File: src/hw/rtl/utf8d_pkg.sv
// Shared types, byte constants and helpers for the UTF-8 stream decoder.
package utf8d_pkg;

    localparam int CpWidth    = 31;
    localparam int CountWidth = 16;
    localparam int CfgWidth   = 16;

    // Configuration register indexes
    typedef enum logic [0:0] {
        CFG_OUTPUT_MODE = 1'b0,
        CFG_MAX_CHARS   = 1'b1
    } utf8d_cfg_idx_t;

    // Output modes
    localparam logic MODE_UCS2 = 1'b0;
    localparam logic MODE_UCS4 = 1'b1;

    // Lead byte boundaries
    localparam logic [7:0] BYTE_CONT  = 8'h80;
    localparam logic [7:0] LEAD_MIN   = 8'hC2;
    localparam logic [7:0] LEAD_3B    = 8'hE0;
    localparam logic [7:0] LEAD_4B    = 8'hF0;
    localparam logic [7:0] LEAD_5B    = 8'hF8;
    localparam logic [7:0] LEAD_6B    = 8'hFC;
    localparam logic [7:0] LEAD_BAD   = 8'hFE;

    // Second-byte minimums against overlong forms
    localparam logic [7:0] MIN2_3B    = 8'hA0;
    localparam logic [7:0] MIN2_4B    = 8'h90;
    localparam logic [7:0] MIN2_5B    = 8'h88;
    localparam logic [7:0] MIN2_6B    = 8'h84;
    localparam logic [7:0] CONT_SPAN  = 8'h40;

    typedef struct packed {
        logic [7:0] data_byte;
        logic       last_byte;
    } utf8d_beat_t;

    typedef struct packed {
        logic [CpWidth-1:0]    code_point;
        logic                  has_char;
        logic                  end_of_string;
        logic [CountWidth-1:0] char_count;
    } utf8d_result_t;

    function automatic logic [7:0] second_min(input logic [7:0] lead);
        logic [7:0] m;
        m = BYTE_CONT;
        if (lead == LEAD_3B)      m = MIN2_3B;
        else if (lead == LEAD_4B) m = MIN2_4B;
        else if (lead == LEAD_5B) m = MIN2_5B;
        else if (lead == LEAD_6B) m = MIN2_6B;
        return m;
    endfunction

    function automatic logic is_cont(input logic [7:0] b);
        return (b ^ BYTE_CONT) < CONT_SPAN;
    endfunction

endpackage

File: src/hw/rtl/utf8d_in_reg.sv
// Input register stage holding one byte beat ahead of the decoder.
module utf8d_in_reg (
    input  logic                 aclk,
    input  logic                 aresetn,
    input  logic                 s_valid,
    output logic                 s_ready,
    input  utf8d_pkg::utf8d_beat_t s_beat,
    input  logic                 pop,
    output logic                 valid,
    output utf8d_pkg::utf8d_beat_t beat
);
    import utf8d_pkg::*;

    logic        valid_reg;
    utf8d_beat_t beat_reg;

    assign s_ready = !valid_reg || pop;
    assign valid   = valid_reg;
    assign beat    = beat_reg;

    always_ff @(posedge aclk) begin
        if (!aresetn) begin
            valid_reg <= 1'b0;
        end else if (s_ready) begin
            valid_reg <= s_valid;
        end
    end

    always_ff @(posedge aclk) begin
        if (s_valid && s_ready) begin
            beat_reg <= s_beat;
        end
    end

endmodule

File: src/hw/rtl/utf8d_core.sv
// Decoder state and the per-byte next-state and result logic.
module utf8d_core (
    input  logic                             aclk,
    input  logic                             aresetn,
    input  logic                             commit,
    input  utf8d_pkg::utf8d_beat_t           beat,
    input  logic                             output_mode,
    input  logic [utf8d_pkg::CountWidth-1:0] max_chars,
    output utf8d_pkg::utf8d_result_t         result
);
    import utf8d_pkg::*;

    logic [CpWidth-1:0]    partial_reg, partial_next;
    logic [2:0]            left_reg, left_next;
    logic [7:0]            lead_reg, lead_next;
    logic                  await_reg, await_next;
    logic [CountWidth-1:0] count_reg, count_next;
    logic                  done_reg, done_next;

    always_comb begin
        logic [7:0]         b;
        logic [CpWidth-1:0] shifted;
        logic [CpWidth-1:0] cp;
        logic [2:0]         left_dec;
        logic               got;
        logic               as_lead;
        logic               has;
        logic               ends;

        b            = beat.data_byte;
        partial_next = partial_reg;
        left_next    = left_reg;
        lead_next    = lead_reg;
        await_next   = await_reg;
        count_next   = count_reg;
        got          = 1'b0;
        as_lead      = 1'b0;
        cp           = '0;
        has          = 1'b0;

        // Start a fresh string after an end
        if (done_reg) begin
            partial_next = '0;
            left_next    = '0;
            lead_next    = '0;
            await_next   = 1'b0;
            count_next   = '0;
        end

        shifted  = {partial_next[CpWidth-7:0], b[5:0]};
        left_dec = left_next - 3'd1;

        if (b != 8'h00) begin
            if (left_next != 3'd0) begin
                if (is_cont(b)) begin
                    if (await_next && (b < second_min(lead_next))) begin
                        // Overlong: drop sequence, consume the byte
                        partial_next = '0;
                        left_next    = '0;
                        lead_next    = '0;
                        await_next   = 1'b0;
                    end else if (left_dec == 3'd0) begin
                        got          = 1'b1;
                        cp           = shifted;
                        partial_next = '0;
                        left_next    = '0;
                        lead_next    = '0;
                        await_next   = 1'b0;
                    end else begin
                        partial_next = shifted;
                        left_next    = left_dec;
                        await_next   = 1'b0;
                    end
                end else begin
                    // Broken sequence: drop and re-examine as a lead
                    partial_next = '0;
                    left_next    = '0;
                    lead_next    = '0;
                    await_next   = 1'b0;
                    as_lead      = 1'b1;
                end
            end else begin
                as_lead = 1'b1;
            end

            if (as_lead) begin
                if (b < BYTE_CONT) begin
                    got = 1'b1;
                    cp  = {{(CpWidth-8){1'b0}}, b};
                end else if (b inside {[LEAD_MIN:LEAD_3B-8'd1]}) begin
                    partial_next = {{(CpWidth-5){1'b0}}, b[4:0]};
                    left_next    = 3'd1;
                    lead_next    = b;
                    await_next   = 1'b1;
                end else if (b inside {[LEAD_3B:LEAD_4B-8'd1]}) begin
                    partial_next = {{(CpWidth-4){1'b0}}, b[3:0]};
                    left_next    = 3'd2;
                    lead_next    = b;
                    await_next   = 1'b1;
                end else if (output_mode == MODE_UCS4) begin
                    if (b inside {[LEAD_4B:LEAD_5B-8'd1]}) begin
                        partial_next = {{(CpWidth-3){1'b0}}, b[2:0]};
                        left_next    = 3'd3;
                        lead_next    = b;
                        await_next   = 1'b1;
                    end else if (b inside {[LEAD_5B:LEAD_6B-8'd1]}) begin
                        partial_next = {{(CpWidth-2){1'b0}}, b[1:0]};
                        left_next    = 3'd4;
                        lead_next    = b;
                        await_next   = 1'b1;
                    end else if (b inside {[LEAD_6B:LEAD_BAD-8'd1]}) begin
                        partial_next = {{(CpWidth-1){1'b0}}, b[0]};
                        left_next    = 3'd5;
                        lead_next    = b;
                        await_next   = 1'b1;
                    end
                end
            end

            if (got && (count_next < max_chars)) begin
                has        = 1'b1;
                count_next = count_next + 16'd1;
            end
        end

        ends = (b == 8'h00) || beat.last_byte;
        if (ends) begin
            partial_next = '0;
            left_next    = '0;
            lead_next    = '0;
            await_next   = 1'b0;
        end
        done_next = ends;

        result.code_point    = has ? cp : '0;
        result.has_char      = has;
        result.end_of_string = ends;
        result.char_count    = count_next;
    end

    always_ff @(posedge aclk) begin
        if (!aresetn) begin
            partial_reg <= '0;
            left_reg    <= '0;
            lead_reg    <= '0;
            await_reg   <= 1'b0;
            count_reg   <= '0;
            done_reg    <= 1'b0;
        end else if (commit) begin
            partial_reg <= partial_next;
            left_reg    <= left_next;
            lead_reg    <= lead_next;
            await_reg   <= await_next;
            count_reg   <= count_next;
            done_reg    <= done_next;
        end
    end

    a_open_seq_lead: assert property (@(posedge aclk) disable iff (!aresetn)
        left_reg != 3'd0 |-> lead_reg >= LEAD_MIN)
        else $error("open sequence without a valid lead byte");

    a_done_closed: assert property (@(posedge aclk) disable iff (!aresetn)
        done_reg |-> (left_reg == 3'd0 && !await_reg))
        else $error("sequence left open after end of string");

    a_count_step: assert property (@(posedge aclk) disable iff (!aresetn)
        (commit && !done_reg) |=> (count_reg == $past(count_reg) ||
                                   count_reg == 16'($past(count_reg) + 16'd1)))
        else $error("character count jumped");

endmodule

File: src/hw/rtl/utf8_stream_decoder_top.sv
// UTF-8 stream decoder top level: config registers, input stage, decoder, result register.
// A byte taken into the input register is decoded between the input and result registers;
// throughput is one byte per cycle while m_ready does not stall the result register.
// Reset: synchronous active-low aresetn empties both stages, closes any open sequence,
// clears the count and sets output_mode to UCS2 and max_chars to 65535.
module utf8_stream_decoder_top (
    input  logic                             aclk,
    input  logic                             aresetn,
    // configuration write port
    input  logic                             cfg_wr_en,
    input  logic [0:0]                       cfg_index,
    input  logic [utf8d_pkg::CfgWidth-1:0]   cfg_wdata,
    // byte input
    input  logic                             s_valid,
    output logic                             s_ready,
    input  logic [7:0]                       s_data_byte,
    input  logic                             s_last_byte,
    // decoded results
    output logic                             m_valid,
    input  logic                             m_ready,
    output logic [utf8d_pkg::CpWidth-1:0]    m_code_point,
    output logic                             m_has_char,
    output logic                             m_end_of_string,
    output logic [utf8d_pkg::CountWidth-1:0] m_char_count
);
    import utf8d_pkg::*;

    logic                  mode_reg;
    logic [CountWidth-1:0] max_chars_reg;

    utf8d_beat_t   in_beat;
    utf8d_beat_t   held_beat;
    logic          held_valid;
    logic          advance;
    utf8d_result_t dec_result;

    logic          out_valid_reg;
    utf8d_result_t out_reg;

    // Config registers: the user writes them only while the block is idle; no check enforces it.
    always_ff @(posedge aclk) begin
        if (!aresetn) begin
            mode_reg      <= MODE_UCS2;
            max_chars_reg <= '1;
        end else if (cfg_wr_en) begin
            case (utf8d_cfg_idx_t'(cfg_index))
                CFG_OUTPUT_MODE: mode_reg      <= cfg_wdata[0];
                CFG_MAX_CHARS:   max_chars_reg <= cfg_wdata[CountWidth-1:0];
                default: begin
                end
            endcase
        end
    end

    assign in_beat.data_byte = s_data_byte;
    assign in_beat.last_byte = s_last_byte;

    // Advance the held beat when the result register is free or being drained
    assign advance = held_valid && (!out_valid_reg || m_ready);

    utf8d_in_reg u_in_reg (
        .aclk    (aclk),
        .aresetn (aresetn),
        .s_valid (s_valid),
        .s_ready (s_ready),
        .s_beat  (in_beat),
        .pop     (advance),
        .valid   (held_valid),
        .beat    (held_beat)
    );

    // Decode the held beat against the current state; commit on advance
    utf8d_core u_core (
        .aclk        (aclk),
        .aresetn     (aresetn),
        .commit      (advance),
        .beat        (held_beat),
        .output_mode (mode_reg),
        .max_chars   (max_chars_reg),
        .result      (dec_result)
    );

    // Result register: hold until the consumer takes the beat
    always_ff @(posedge aclk) begin
        if (!aresetn) begin
            out_valid_reg <= 1'b0;
        end else if (!out_valid_reg || m_ready) begin
            out_valid_reg <= held_valid;
        end
    end

    always_ff @(posedge aclk) begin
        if (advance) begin
            out_reg <= dec_result;
        end
    end

    assign m_valid         = out_valid_reg;
    assign m_code_point    = out_reg.code_point;
    assign m_has_char      = out_reg.has_char;
    assign m_end_of_string = out_reg.end_of_string;
    assign m_char_count    = out_reg.char_count;

endmodule
File: config.mk
export PLATFORM = sky130hd
export DESIGN_NAME = utf8_stream_decoder_top
export DESIGN_NICKNAME = d
export VERILOG_FILES = /design/src/hw/rtl/utf8d_pkg.sv /design/src/hw/rtl/utf8d_in_reg.sv /design/src/hw/rtl/utf8d_core.sv /design/src/hw/rtl/utf8_stream_decoder_top.sv
export SDC_FILE = /design/constraint.sdc
export NUM_CORES = 1
export LEC_CHECK = 0
export ABC_CLOCK_PERIOD_IN_PS = 10500
export BUFFER_PORTS_ARGS = -buffer_cell sky130_fd_sc_hd__buf_2
export CAP_MARGIN = 20
export CORE_ASPECT_RATIO = 1.4
export CORE_MARGIN = 2
export CORE_UTILIZATION = 45
export DETAILED_ROUTE_END_ITERATION = 12
export MAX_ROUTING_LAYER = met4
export PLACE_DENSITY = 0.72
export SLEW_MARGIN = 30
export SYNTH_ARGS = -nofsm -noshare
export SYNTH_HDL_FRONTEND = slang
export SYNTH_SLANG_ARGS = --single-unit
File: constraint.sdc
create_clock -name aclk -period 10.5 [get_ports aclk]
set_input_delay 1.05 -clock aclk [delete_from_list [all_inputs] [get_ports aclk]]
set_output_delay 1.05 -clock aclk [all_outputs]
set_load 0.01 [all_outputs]
# ---- After elaboration in Yosys (flattened, before gate mapping)
# Cells that the tools add are included.
dict set report totals {
  regBits 137
  latchBits 0
  ramBits 0
  mem_bits_ro 0
  output_inout_bits 51
  elab_cells 144
  n_memories 0
}
dict set report op_classes {
  add_sub_neg 2
  n_mul 0
  div_mod_pow 0
  n_lt_le_gt_ge 14
  n_eq_ne 4
  shift 0
  n_mux 85
  bitwise 2
  reduce_logical 21
}
# cell count
set ops {}
lappend ops {{$mux 31} 21}
lappend ops {{$mux 8} 21}
lappend ops {{$mux 16} 3}
lappend ops {{$mux 3} 16}
lappend ops {{$ge 8x8->1 const B} 5}
lappend ops {{$le 8x8->1 const B} 5}
lappend ops {{$eq 8x8->1 const B} 4}
lappend ops {{$mux 1} 24}
lappend ops {{$add 16x1->16 const B} 1}
lappend ops {{$lt 16x16->1} 1}
lappend ops {{$logic_and 1x1->1} 9}
lappend ops {{$logic_not 8->1} 1}
lappend ops {{$lt 8x7->1 const B} 1}
lappend ops {{$lt 8x8->1} 1}
lappend ops {{$lt 8x8->1 const B} 1}
lappend ops {{$reduce_bool 8->1} 1}
lappend ops {{$reduce_and 2->1} 3}
lappend ops {{$logic_not 3->1} 1}
lappend ops {{$logic_or 1x1->1} 3}
lappend ops {{$reduce_bool 3->1} 1}
lappend ops {{$sub 3x1->3 const B} 1}
lappend ops {{$logic_not 1->1} 2}
lappend ops {{$not 1->1} 2}

# ---- Logic depth before layout (Yosys ltp)
# Gate-level depths: netlist (run 1).
dict set report depth {
  depth_word 24
  depth_mapped 15
  mapped_depth_nobuf 11
}

# ---- Modules after synthesis
# A second synthesis (run 1) with hierarchy kept.
dict set report unflattened {
  hier_cells 645
  hier_area_um2 6538.8
}
# mod instances cells_each area_per_inst_um2 seq_area_each_um2
set modules_own_cells {}
lappend modules_own_cells {utf8d_core 1 500 3948.8 1081.0}
lappend modules_own_cells {utf8_stream_decoder_top 1 131 2262.2 1831.8}
lappend modules_own_cells {utf8d_in_reg 1 14 327.8 290.3}

# ---- Worst setup path after synthesis (run 1)
# No wires, ideal clock.
dict set report synth_timing {
  path_type {input to register}
  startpoint {in m_ready}
  endpoint {reg u_core.count_reg[15]}
  setup_ps 89
  t_arrival_ps 3675
  path_slack_ps 6736
  path_stages 8
  path_buffers 3
  cell_sequence {nor2b_1 nand2b_1 buf_6 inv_1 clkbuf_1 clkbuf_1 o21ai_0 a31oi_1}
}
dict set report synth_between {
  elab_chain_cells 2
}
# element line_no
set synth_lines {}
lappend synth_lines {{start: declaration} utf8_stream_decoder_top.sv:20} ;# input logic m_ready,
lappend synth_lines {{$logic_or 1x1->1} utf8_stream_decoder_top.sv:59} ;# assign advance = held_valid && (!out_valid_reg || m_ready);
lappend synth_lines {{$logic_and 1x1->1} utf8_stream_decoder_top.sv:59}
lappend synth_lines {{named net advance} utf8_stream_decoder_top.sv:34} ;# logic advance;
lappend synth_lines {{end signal: assignment} utf8d_core.sv:154} ;# count_reg <= count_next;
lappend synth_lines {{end: declaration} utf8d_core.sv:17} ;# logic [CountWidth-1:0] count_reg, count_next;
# The timed path passes the listed nets, and every way through them passes these cells.
# A chain may end at the register's enable or synchronous reset.

==> out/results.ini, run 1 <==
[outcome]
run_status=completed

[cts]
path_clk_slew_ns=0.06
htree_levels=4
cts_resized=0
cts_buffer_depth=2
cts_setup_buffers=0
clk_latency_ns=0.42
numCtsBuffers=17
cts_hold_buf=0
cts-root-buf=clkbuf_16
cts_tree=yes
clock_sinks=131

[routing]
drc_errors=0
drt_iter0_drc=354
avgRoutedWirePerCell_um=17.5
vias=5184
via_per_inst=5.71
drtPass1Iterations=5
ant_nets=0
wl_mm=15.9

[floorplanning]
io_pins=82
die_h_um=145
die-area_um2=15300
die_w_um=105
fp-row-count=51
coreArea_um2=13900
start_util=0.462

[layout]
diodes=0
final_cell_mix=buf_2, dfxtp_1, nand2_1
syn2layout_area_growth_pct=17.7
nFillCells=1285
nets=763
fin_util=0.544
final_common_cell=buf_2
largest_register_ff_count=31
final_cell_area_um2=7570
fin_cells=908
drive_gt1_frac=0.189

[timing]
rsz0062_at_grt=false
slew_headroom=0.374
final_hold_viol_count=0
setup_viol=0
slew_viol_final=0
holdWs_ns=0.461
max_freq_ghz=0.221
tightest_slew_ns=0.938
worst_slack_ns=5.98
tns_ns=0
finalCriticalPeriod_ns=4.52
clock_skew_ns=0.00824
finalCritPeriodShare=0.430

[hold_path]
hold_class=reg2reg

[pwr]
power.clock.fraction=0.492
switchingPower_mw=0.300
power_density_nw_per_um2=173
p_int_mw=1.01
combPwrFrac=0.074
seq_power_share=0.434
switching_share=0.229
p_total_mw=1.31
vdd_ir_drop_max_uv=89.5
leakage_nw=3.10

[critical_path]
cp-start-kind=register
crit_fanout=24
arrival_ns=4.68
cp.required_ns=10.66
path_class=reg2reg
crit_path_end_kind=register

[yosys]
synthesis.nets=693
synth_cell_types=82
synth_warnings=0
synth_edf_count=58
netlist_instances=640
async_reset_ff_frac=0
ys_ff_latch=131
ys.flop_type=dfxtp_1
yosysSeqAreaShare=0.498
synth_area_um2=6430
avgSynthCellArea_um2=10.0

[job]
cap_viol_max_count=0

[grt]
track_usage=0.221
grt_start_max_net_pins=80
grt_pass1_vias=5049
grt.overflow.total=0
grt_pass1_wl_mm=26.0
antenna_found_initial=0

[placement]
place_area_um2=6930
pre_cts_ws_ns=6.08
io_buffers=81
hpwlAfterDp_mm=11.0
placed_cells=876
gp_congestion=0.876

cells in the mapped netlist, drive strengths merged, types with 3 or more instances:
cell     instances  share of area
nor3             7         0.0072
or2              3         0.0029
edfxtp          58           0.27
nand2b          14          0.014
nand4           13          0.014
a21oi           20          0.016
buf             13          0.012
nand3           21          0.016
inv             33          0.019
a31oi           11          0.011
a21o             8         0.0095
ha              22          0.043
and3             5         0.0049
nor4            10          0.015
nor2b           15          0.015
a22o            18          0.025
mux2i            3         0.0047
dfxtp           73           0.23
nand2           67          0.039
o21ai           29          0.023
o32ai            3         0.0041
or4              5         0.0070
o21ba            3         0.0047
and2            35          0.034
xnor2            3         0.0041
clkbuf          21          0.014
nor2            34          0.020
and4             3         0.0041
o2111ai          3         0.0041
o31a             3         0.0041
nand3b           3         0.0035
o31ai            5         0.0058
o211ai          25          0.029
a32o             3         0.0047
worst max-delay path: stages (launching register included):
cell	delay, ns
dfxtp_1	0.71
buf_4	0.37
nand2b_1	0.26
inv_1	0.08
ha_1	0.19
or4_1	0.48
a221o_1	0.31
o2111ai_1	0.24
nand4_1	0.52
clkinv_1	0.57
a21boi_0	0.20
or2_2	0.32
cell families (layout without fill, tap and decap cells):
logic type	after synthesis	in the layout	synth area share
compound gates	160	160	0.184
xor+xnor	5	5	0.00681
fa+ha+maj	22	22	0.0428
buf+inv	70	153	0.0477
flops	131	131	0.498
mux	5	5	0.00817
simple gates	247	247	0.212
power groups by stage:
stage / registers [mW] / logic, mW / clock network, mW
6_report: 0.568 / 0.0972 / 0.643
5_1_grt: 0.570 / 0.108 / 0.675
4_1_cts: 0.567 / 0.0972 / 0.653
3_5_place_dp: 0.578 / 0.0963 / 0
3_3_place_gp: 0.578 / 0.0947 / 0
2_1_floorplan: 0.575 / 0.0641 / 0
final timing paths:
path | cells after the start | from | slack (ns) | endpoint
hold reg to reg | 2 | u_core.lead_reg[7]$_SDFFE_PN0P_ | 0.46 | u_core.lead_reg[7]$_SDFFE_PN0P_
setup reg to reg | 11 | u_core.done_reg$_SDFFE_PN0P_ | 5.98 | m_char_count[2]$_DFFE_PP_
setup / recovery | 11 | u_core.done_reg$_SDFFE_PN0P_ | 5.98 | m_char_count[2]$_DFFE_PP_
hold / removal | 2 | u_core.lead_reg[7]$_SDFFE_PN0P_ | 0.46 | u_core.lead_reg[7]$_SDFFE_PN0P_
cell type report:
cell class | count | area, µm² | share of cell area
multi-input combinational | 439 | 2920 | 0.386
clock buffer | 19 | 433 | 0.0572
tap | 185 | 231 | 0.0306
timing repair buffer | 86 | 443 | 0.0585
inverter | 35 | 131 | 0.0174
sequential | 131 | 3200 | 0.423
clock inverter | 13 | 204 | 0.0270
per-layer routing:
layer / vias up / part of all wire / GRT usage
li1: 2514 / - / -
met1: 2466 / 0.44 / 0.274
met2: 174 / 0.49 / 0.362
met3: 30 / 0.046 / 0.0390
met4: 0 / 0.022 / 0.0800
met5: - / 0 / -
No activity file was read; power rests on OpenSTA's default activity.
==> inputs of run 2 (changes only) <==
--- a/config.mk
+++ b/config.mk
@@ -5,7 +5,7 @@
 export SDC_FILE = /design/constraint.sdc
 export NUM_CORES = 1
 export LEC_CHECK = 0
-export ABC_CLOCK_PERIOD_IN_PS = 10500
+export ABC_CLOCK_PERIOD_IN_PS = 4700
 export BUFFER_PORTS_ARGS = -buffer_cell sky130_fd_sc_hd__buf_2
 export CAP_MARGIN = 20
 export CORE_ASPECT_RATIO = 1.4
==> constraint.sdc (replaced) <==
create_clock -name aclk -period 4.7 [get_ports aclk]
set_input_delay 0.47 -clock aclk [delete_from_list [all_inputs] [get_ports aclk]]
set_output_delay 0.47 -clock aclk [all_outputs]
set_load 0.01 [all_outputs]
==> run 2 against run 1 <==
Compared with the run above:
- maximum frequency grew 19%
- die area unchanged
- cell count rose by 0.88%
- sequential power rose by 120%
- critical endpoint is now m_char_count[14]$_DFFE_PP_
- largest cell class unchanged
- largest power group unchanged
==> out/results.ini, run 2 (synthesis gave the netlist of run 1 again) <==
[layout]
nets=771
final_common_cell=buf_2
multi_input_area_um2=2920
final_cell_mix=buf_2, dfxtp_1, nand2_1
seqCellArea_um2=3200
syn2layout_area_growth_pct=18.4
largest_register_ff_count=31
drive_gt1_frac=0.202
diodes=0
nFillCells=1264
final_cell_area_um2=7610

[floorplanning]
die_w_um=105
coreArea_um2=13900
fp-row-count=51
start_util=0.462
io_pins=82
die-area_um2=15300
die_h_um=145

[critical_path]
rr_startpoint=u_core.done_reg$_SDFFE_PN0P_
crit_fanout=26
arrival_ns=3.95
crit_path_start=u_core.done_reg$_SDFFE_PN0P_
cp-start-kind=register
path_class=reg2reg
crit_path_end_kind=register
crit_chain=nand2b_1, inv_1, ha_1, or4_1, a221o_1, o2111a_2, nor4_4, nand3_1, mux2_1
critical-path-max-stage-delay_ns=0.93
cpMaxStageDelayCell=dfxtp_1
cp.required_ns=4.87

[timing]
tightest_slew_ns=0.934
setup_viol=0
tns_ns=0
rsz0062_at_grt=false
slew_headroom=0.376
max_freq_ghz=0.264
finalCritPeriodShare=0.805
clock_skew_ns=0.0121
final_hold_viol_count=0
slew_viol_final=0
finalCriticalPeriod_ns=3.78

[pwr]
combPwrFrac=0.076
vdd_ir_drop_max_uv=219
leakage_nw=3.14
seq_power_share=0.442
power.clock.fraction=0.482
switching_share=0.236
switchingPower_mw=0.677
p_int_mw=2.20
power_density_nw_per_um2=377

[cts]
cts_hold_buf=0
htree_levels=4
clk_latency_ns=0.42
cts_resized=0
cts_tree=yes
clock_sinks=131
cts-root-buf=clkbuf_16
cts_buffer_depth=2
numCtsBuffers=17
cts_setup_buffers=0
path_clk_slew_ns=0.06

[grt]
grt.overflow.total=0
antenna_found_initial=0
grt_start_max_net_pins=66
grt_pass1_wl_mm=25.8
grt_pass1_vias=5099
track_usage=0.217

[hold_path]
hold_class=in2reg
min_from=s_data_byte[1]

[routing]
drtPass1Iterations=5
wl_mm=15.8
ant_nets=0
via_per_inst=5.73
vias=5245
drc_errors=0
avgRoutedWirePerCell_um=17.2
drt_iter0_drc=423

[outcome]
run_status=completed

[job]
cap_viol_max_count=0

[placement]
hpwlAfterDp_mm=11.1
place_area_um2=6990
gp_congestion=0.939
io_buffers=81

[run 2: cell count changes in the layout (fill, tap and decap cells not counted), sizes merged]
| cell | delta |
|---|---|
| bufinv | -2 |
| buf | +8 |
| clkbuf | +2 |
| clkinv | +2 |
| inv | -2 |
[run 2: power groups by stage]
stage | Combinational [mW] | Sequential [mW] | Clock (mW)
after global placement | 0.212 | 1.29 | 0
after floorplan | 0.143 | 1.29 | 0
after CTS | 0.217 | 1.27 | 1.40
after detailed placement | 0.216 | 1.29 | 0
after global routing | 0.241 | 1.28 | 1.45
final | 0.217 | 1.27 | 1.39
[run 2: path summary, 6_finish.rpt]
kind | end | slack [ns] | cells after the start
min reg2reg | u_core.partial_reg[2]$_SDFFE_PN0P_ | 0.46 | 2
max reg2reg | m_char_count[14]$_DFFE_PP_ | 0.92 | 9
min | u_in_reg.beat[2]$_DFFE_PP_ | 0.22 | 1
max | m_char_count[14]$_DFFE_PP_ | 0.92 | 9
[run 2: worst max-delay path, delay by kind of cell (launching register included)]
| family | cells | cell delay (ns) |
|---|---|---|
| AO/OA/AOI/OAI | 2 | 0.66 |
| adder cells (fa/ha/maj) | 1 | 0.19 |
| buffers and inverters | 1 | 0.08 |
| flip-flops | 1 | 0.93 |
| multiplexers | 1 | 0.32 |
| AND/OR/NAND/NOR | 4 | 1.35 |
[run 2: area by class of cell]
| type | count | share of cell area |
|---|---|---|
| multi-input combinational | 439 | 0.384 |
| clock buffer | 21 | 0.0620 |
| inverter | 35 | 0.0173 |
| clock inverter | 11 | 0.0197 |
| timing repair buffer | 94 | 0.0661 |
| tap | 185 | 0.0304 |
| sequential | 131 | 0.421 |
[run 2: stage by stage]
| step | power [mW] | hold WS (ns) | utilization | worst slack (ns) | instances |
|---|---|---|---|---|---|
| after CTS | 2.89 | 0.208 | 0.547 | 0.960 | 916 |
| after floorplan | 1.43 | 0.426 | - | 0.986 | 640 |
| after detailed placement | 1.51 | 0.455 | 0.502 | 0.967 | 884 |
| final | 2.87 | 0.219 | 0.547 | 0.916 | 916 |
| after global placement | 1.50 | 0.447 | 0.502 | 1.08 | 884 |
| after global routing | 2.97 | 0.205 | 0.547 | 0.709 | 916 |
[run 2: metal layers]
layer  GRT usage  vias up  share of wire
li1            -     2516              -
met2       0.349      208           0.48
met1       0.270     2499           0.44
met4      0.0827        0          0.016
met5           -        -              0
met3      0.0403       22          0.057
==> inputs of run 3 (changes only) <==
--- a/config.mk
+++ b/config.mk
@@ -5,7 +5,8 @@
 export SDC_FILE = /design/constraint.sdc
 export NUM_CORES = 1
 export LEC_CHECK = 0
-export ABC_CLOCK_PERIOD_IN_PS = 4700
+export ABC_AREA = 1
+export ABC_CLOCK_PERIOD_IN_PS = 3400
 export BUFFER_PORTS_ARGS = -buffer_cell sky130_fd_sc_hd__buf_2
 export CAP_MARGIN = 20
 export CORE_ASPECT_RATIO = 1.4
@@ -13,7 +14,7 @@
 export CORE_UTILIZATION = 45
 export DETAILED_ROUTE_END_ITERATION = 12
 export MAX_ROUTING_LAYER = met4
-export PLACE_DENSITY = 0.72
+export PLACE_DENSITY = 0.74
 export SLEW_MARGIN = 30
 export SYNTH_ARGS = -nofsm -noshare
 export SYNTH_HDL_FRONTEND = slang
==> constraint.sdc (replaced) <==
create_clock -name aclk -period 3.4 [get_ports aclk]
set_input_delay 0.34 -clock aclk [delete_from_list [all_inputs] [get_ports aclk]]
set_output_delay 0.34 -clock aclk [all_outputs]
set_load 0.01 [all_outputs]
==> run 3 against run 2 <==
Compared with the run above:
- critical path depth up 5
- hold slack got worse by 0.13 ns
- largest cell class unchanged
- via count rose by 15%
- synthesized cell count is 36% higher
- routed wire length increased by 3.8%
- power up 39%
- final area up 5.7%
- global-route usage increased by 0.23 points
==> out/results.ini, run 3 <==
[placement]
io_buffers=81
hpwlAfterDp_mm=11.5
gp_congestion=0.970
place_area_um2=7440
placed_cells=1127

[timing]
final_hold_viol_count=0
finalCritPeriodShare=0.903
tightest_slew_ns=0.799
finalCriticalPeriod_ns=3.07
slew_headroom=0.467
slew_viol_final=0
max_freq_ghz=0.326
setup_viol=0
clock_skew_ns=0.00691
holdWs_ns=0.0911
rsz0062_at_grt=false
tns_ns=0

[critical_path]
path_class=reg2reg
path_buf_inv=2
critical_path.top_delay_family=simple AND/OR/NAND/NOR gates
critical-path-max-stage-delay_ns=0.34
cp-start-kind=register
cpMaxStageDelayCell=dfxtp_1
crit_chain=buf_4, nor2_1, nor3_1, nand2_1, ha_1, a21oi_1, o21a_1, nand3_2, nand3_2, nand2_4, nand3_4, inv_4, nand3_4, o21ai_0
crit_path_end_kind=register
cp.required_ns=3.67
crit_fanout=25
arrival_ns=3.34

[cts]
numCtsBuffers=17
htree_levels=4
cts_hold_buf=0
clk_latency_ns=0.42
path_clk_slew_ns=0.06
clock_sinks=131
cts-root-buf=clkbuf_16
cts_resized=0
cts_tree=yes
cts_buffer_depth=2
cts_setup_buffers=0

[yosys]
async_reset_ff_frac=0
ys.flop_type=dfxtp_1
synth_area_um2=6820
synth_warnings=0
synth_area_leaders=edfxtp_1, dfxtp_1, nand2_1
synthesis.nets=925
ys_top_cells_by_count=nand2_1, inv_1, nor2_1, a21oi_1, dfxtp_1
synth_edf_count=58
avgSynthCellArea_um2=7.82
yosys.area.top_type=edfxtp_1
synth_cell_types=43
ys_ff_latch=131
yosys.area.top_type_share=0.256
netlist_instances=872
yosysMostFrequentCell=nand2_1
yosysSeqAreaShare=0.470

[routing]
drtPass1Iterations=5
ant_nets=0
wl_mm=16.4
avgRoutedWirePerCell_um=14.1
via_per_inst=5.20
drt_iter0_drc=427
drc_errors=0
vias=6027

[pwr]
vdd_ir_drop_max_uv=289
power_density_nw_per_um2=498
leakage_nw=3.54
p_total_mw=4.01

[layout]
diodes=0
drive_gt1_frac=0.178
largest_register_ff_count=31
final_cell_mix=nand2_1, inv_1, buf_2
final_cell_area_um2=8050
final_common_cell=nand2_1
nets=1007
fin_cells=1159
syn2layout_area_growth_pct=18.1

[floorplanning]
fp-row-count=53
die_h_um=150
start_util=0.457
die_w_um=108
io_pins=82
coreArea_um2=14900
die-area_um2=16200

[grt]
grt_pass1_wl_mm=27.0
antenna_found_initial=0
grt.overflow.total=0
track_usage=0.219
grt_start_max_net_pins=54
grt_pass1_vias=5677

[job]
cap_viol_max_count=0

[hold_path]
hold_class=in2reg

[outcome]
run_status=completed

[run 3: cells by family after synthesis]
group / count (synthesis) / synth area share
fa+ha+maj: 22 / 0.0404
buf+inv: 151 / 0.0874
compound gates: 146 / 0.124
xor+xnor: 8 / 0.0103
flops: 131 / 0.470
simple gates: 414 / 0.268
[run 3: metrics by stage]
| stage | utilization | worst slack, ns |
|---|---|---|
| after floorplan | - | 0.633 |
| after global placement | 0.499 | 0.494 |
| after detailed placement | 0.499 | 0.416 |
| after CTS | 0.539 | 0.349 |
| after global routing | 0.539 | 0.126 |
| final | 0.539 | 0.328 |
[run 3: where the power goes]
group / internal (mW) / total (mW) / switching (mW)
sequential: 1.71 / 1.74 / 0.0290
clock: 1.16 / 1.88 / 0.718
combinational: 0.123 / 0.382 / 0.259
[run 3: layer usage]
layer,vias up,wire length (µm),track usage
met2,191,7760,0.344
met5,-,0,-
li1,3035,-,-
met3,44,810,0.0396
met4,0,541,0.105
met1,2757,7260,0.272
[run 3: worst paths after layout]
kind / startpoint / endpoint / slack (ns) / depth (start not counted)
worst min register to register: u_core.partial_reg[16]$_SDFFE_PN0P_ / u_core.partial_reg[16]$_SDFFE_PN0P_ / 0.46 / 2
worst max register to register: u_core.done_reg$_SDFFE_PN0P_ / m_code_point[6]$_SDFFCE_PN0P_ / 0.33 / 14
worst min-delay path: s_data_byte[1] / u_in_reg.beat[2]$_DFFE_PP_ / 0.09 / 1
worst max-delay path: u_core.done_reg$_SDFFE_PN0P_ / m_code_point[6]$_SDFFCE_PN0P_ / 0.33 / 14
[run 3: layout make-up]
cell class              count  area, µm²
flip-flops and latches    131       3200
inverters                 117        443
repair buffers             97        538
fillers                  1405       6870
clock buffers              18        429
clock inverters            14        178
multi-input cells         590       3020
well taps                 192        240
